===== config.mk =====
export PLATFORM = sky130hd
export DESIGN_NAME = kilt_cell
export DESIGN_NICKNAME = d
export VERILOG_FILES = /design/src/kilt_pkg.sv /design/src/kilt_cell.sv
export SDC_FILE = /design/constraint.sdc
export NUM_CORES = 1
export LEC_CHECK = 0
export BUFFER_PORTS_ARGS = -buffer_cell sky130_fd_sc_hd__buf_2
export CELL_PAD_IN_SITES_DETAIL_PLACEMENT = 1
export CELL_PAD_IN_SITES_GLOBAL_PLACEMENT = 2
export CORE_UTILIZATION = 24
export CTS_CLUSTER_DIAMETER = 100
export DETAILED_ROUTE_END_ITERATION = 8
export GPL_ROUTABILITY_DRIVEN = 0
export PLACE_DENSITY_LB_ADDON = 0.1
export SYNTH_ARGS = -nofsm -noshare
export SYNTH_HDL_FRONTEND = slang
export SYNTH_SLANG_ARGS = --single-unit

===== constraint.sdc =====
create_clock -name clock -period 4.85 [get_ports clock]
set_clock_uncertainty 0.15 [all_clocks]
set_input_delay 0.485 -clock clock [delete_from_list [all_inputs] [get_ports clock]]
set_output_delay 0.485 -clock clock [all_outputs]
set_load 0.005 [all_outputs]

===== src/kilt_pkg.sv =====
// ----------------------------------------------------------------------------
// kilt_pkg: key table shared definitions
// Sizes, operation codes and the token type that runs down the cell chain.
// ----------------------------------------------------------------------------
package kilt_pkg;

   localparam int TABLE_DEPTH = 256;
   localparam int KEY_W       = 32;
   localparam int POS_W       = 9;
   localparam int OP_W        = 2;
   localparam int CNT_W       = $clog2(TABLE_DEPTH + 1);

   localparam logic [OP_W-1:0] OP_CLEAR  = 2'd0;
   localparam logic [OP_W-1:0] OP_LOAD   = 2'd1;
   localparam logic [OP_W-1:0] OP_LOOKUP = 2'd2;

   typedef struct packed {
      logic             valid;
      logic [KEY_W-1:0] key;
      logic             hit;
      logic [POS_W-1:0] pos;
   } token_type;

   typedef struct packed {
      logic             en;
      logic [KEY_W-1:0] key;
   } load_type;

endpackage


===== src/kilt_cell.sv =====
// ----------------------------------------------------------------------------
// kilt_cell: one table position
// Holds one key, compares a passing lookup token and hands it on.
// ----------------------------------------------------------------------------
module kilt_cell (
   input  logic                      clock,
   input  logic                      reset,
   input  logic [kilt_pkg::CNT_W-1:0] cell_index,
   input  logic [kilt_pkg::CNT_W-1:0] count,
   input  kilt_pkg::load_type        load,
   input  kilt_pkg::token_type       prev_tok,
   output kilt_pkg::token_type       next_tok
);
   import kilt_pkg::*;

   logic [KEY_W-1:0] key_ff;
   token_type        tok_in;
   token_type        tok_ff;

   always_ff @(posedge clock) begin
      if (load.en && (count == cell_index)) begin
         key_ff <= load.key;
      end
   end

   always_comb begin
      tok_in = prev_tok;
      if (prev_tok.valid && (cell_index < count) && (key_ff == prev_tok.key)) begin
         tok_in.hit = 1'b1;
         tok_in.pos = POS_W'(cell_index);
      end
   end

   always_ff @(posedge clock) begin
      tok_ff <= tok_in;
      if (reset) begin
         tok_ff.valid <= 1'b0;
      end
   end

   assign next_tok = tok_ff;

endmodule


==> flow_metrics.py <==
metrics = {
    "outcome": {
        "outcome": "finished clean",
    },
    "drt": {
        "via_per_inst": 3.86,
        "top_layer": "met4",
        "wl_met1_um": 2570,
        "post_drt_wl_per_cell_um": 13.6,
        "dr_wl_met2_um": 2910,
        "via_count": 1751,
        "routed_wl_um": 6180,
        "drc": 0,
        "drt_iter0_markers": 12,
        "antenna_left": 0,
        "first_pass_iters": 2,
        "wl_met3_um": 591,
    },
    "logic_synthesis": {
        "synthDominantCellAreaShare_pct": 38.1,
        "ys_warn_count": 0,
        "synth_top_area_cell": "edfxtp_1",
        "synth-seq-area-share_pct": 72.2,
        "syn_area_per_cell_um2": 15.5,
        "syn_inst": 163,
        "synthTopCellsByArea": "edfxtp_1 38%, dfxtp_1 34%, xnor2_1 11%, ha_1 4.5%, mux2_2 4.0%",
        "ys_types": 20,
        "ys_ff_latch": 75,
        "syn_area_um2": 2520,
        "synth.net_count": 268,
    },
    "place": {
        "numPortBuffers": 138,
        "post_dp_cell_area_um2": 3400,
        "pre_cts_slack_ns": 2.30,
        "dp_hpwl_um": 4840,
    },
    "timing": {
        "layout_min_cycle_time_ns": 2.13,
        "hold_viol": 0,
        "setup_viol": 0,
        "fmax_mhz": 470,
        "period_share_pct": 43.8,
        "fin_tns_setup_ns": 0,
        "rsz0062_at_grt": "no",
        "slew_viol_final": 0,
        "worstMarginPinSlew_ns": 0.439,
        "slew_headroom_pct": 70.7,
        "setup_ws_ns": 2.72,
    },
    "global_route": {
        "grt_start_max_net_pins": 33,
        "grt_pass1_wl_um": 9710,
        "grt_remaining_overflow": 0,
        "grt_usage_pct": 12.0,
        "grt_pass1_vias": 1946,
        "antenna_found_initial": 0,
    },
    "cts": {
        "clock_sinks": 75,
        "root_buffer": "clkbuf_8",
        "hold_buffers": 0,
        "cts-htree-levels": 3,
        "cts_setup_buffers": 0,
        "clock_latency_ns": 0.34,
        "cts_buffers": 9,
        "cts_tree": "yes",
        "clk_pin_slew_ns": 0.08,
        "cts.path.max_buffers": 2,
        "ctsResizeCount": 0,
    },
    "cells_and_area": {
        "layout_commonest_cell": "buf_2",
        "fin_area_um2": 3620,
        "nets": 418,
        "synthToLayoutAreaGrowth_pct": 43.2,
        "drive_gt1_share_pct": 51.9,
        "final_cell_mix": "138 x buf_2, 43 x dfxtp_1, 32 x xnor2_1, 32 x edfxtp_1",
        "diodes": 0,
    },
    "pwr": {
        "power-per-cell-area_nw_per_um2": 363,
        "p_leak_nw": 1.58,
        "irDropWorstVdd_uv": 155,
    },
    "run": {
        "maxCapViolCount": 0,
    },
    "floorplanning": {
        "start_util_pct": 24.6,
        "die_h_um": 105,
        "io_pins": 139,
        "core_um2": 10300,
        "die_x_um": 105,
        "rows": 37,
        "fp.dieArea_um2": 10900,
    },
    "hold_path": {
        "min_path_cells": 1,
        "worstHoldPathType": "in -> reg",
    },
    "worst_setup_path": {
        "worstPathArrival_ns": 2.21,
        "cp-start-kind": "flip-flop",
        "path_class": "reg -> reg",
        "worst-endpoint-required_ns": 4.93,
        "ff2ff_path_depth": 5,
        "endpoint_kind": "flip-flop",
        "path_max_fanout": 10,
    },
}
-- worst max-delay path, stage by stage, from the launching register on --
cell	delay, ns
edfxtp_1	0.40
xnor2_1	0.16
nand4_1	0.13
nor3_1	0.39
nand4_2	0.40
mux2_2	0.38
-- sequential cells by signal (all words and copies together), names as in the netlist --
| register | count |
|---|---|
| next_tok | 43 |
| key_ff | 32 |
-- through the flow --
stage / total power [mW] / utilization (%) / std cells / hold WS [ns]
floorplan: 0.728 / - / 163 / 0.363
finish: 1.31 / 35.2 / 454 / 0.110
detailed placement: 0.799 / 33.1 / 438 / 0.464
global placement: 0.797 / 33.1 / 438 / 0.464
CTS: 1.34 / 35.2 / 454 / 0.0818
global route: 1.38 / 35.2 / 454 / 0.0771
-- final cells by class --
cell class                 instances  area (µm²)
clock buffer                      10         128
inverter                           9        33.8
timing repair buffer             139         698
fill                            1171        6660
tap                              136         170
clock inverter                     6        88.8
multi-input combinational         79         676
sequential                        75        1820
-- cells in the mapped netlist, drive strengths merged --
cell type	number
nand4	9
nor4	4
nand2	5
nand4b	1
or2b	1
nor2b	1
dfxtp	43
ha	9
nand2b	1
nand3	1
edfxtp	32
nor3	1
nor2	1
inv	9
mux2	9
a21oi	3
xnor2	32
o21ai	1
-- worst paths after layout --
kind	to	slack (ns)	from
worst max-delay path	next_tok[4]$_DFF_P_	2.72	key_ff[3]$_DFFE_PP_
worst max register to register	next_tok[4]$_DFF_P_	2.72	key_ff[3]$_DFFE_PP_
worst min register to register	next_tok[3]$_DFF_P_	0.86	key_ff[26]$_DFFE_PP_
worst min-delay path	next_tok[20]$_DFF_P_	0.11	prev_tok[20]
-- routing by layer --
| metal | up-vias | global-route usage [%] |
|---|---|---|
| li1 | 872 | - |
| met1 | 792 | 13.2 |
| met2 | 78 | 19.4 |
| met3 | 9 | 5.61 |
| met4 | 0 | 5.73 |
| met5 | - | 0 |
-- power by group --
part | leakage (nW) | switching, mW | internal, mW
sequential | 0.650 | 0.00405 | 0.676
clock | 0.105 | 0.241 | 0.291
combinational | 0.825 | 0.0429 | 0.0581
-- cell families after synthesis --
kind of cell	after synthesis	synth area share [%]
DFF	75	72.2
xor gates and xnor gates	32	11.1
and+or+nand+nor	25	6.14
buffers and inverters	9	1.34
muxes	9	4.01
adders and majority gates	9	4.46
AOI/OAI and AO/OA	4	0.792
Power figures use the tool's default switching activity.
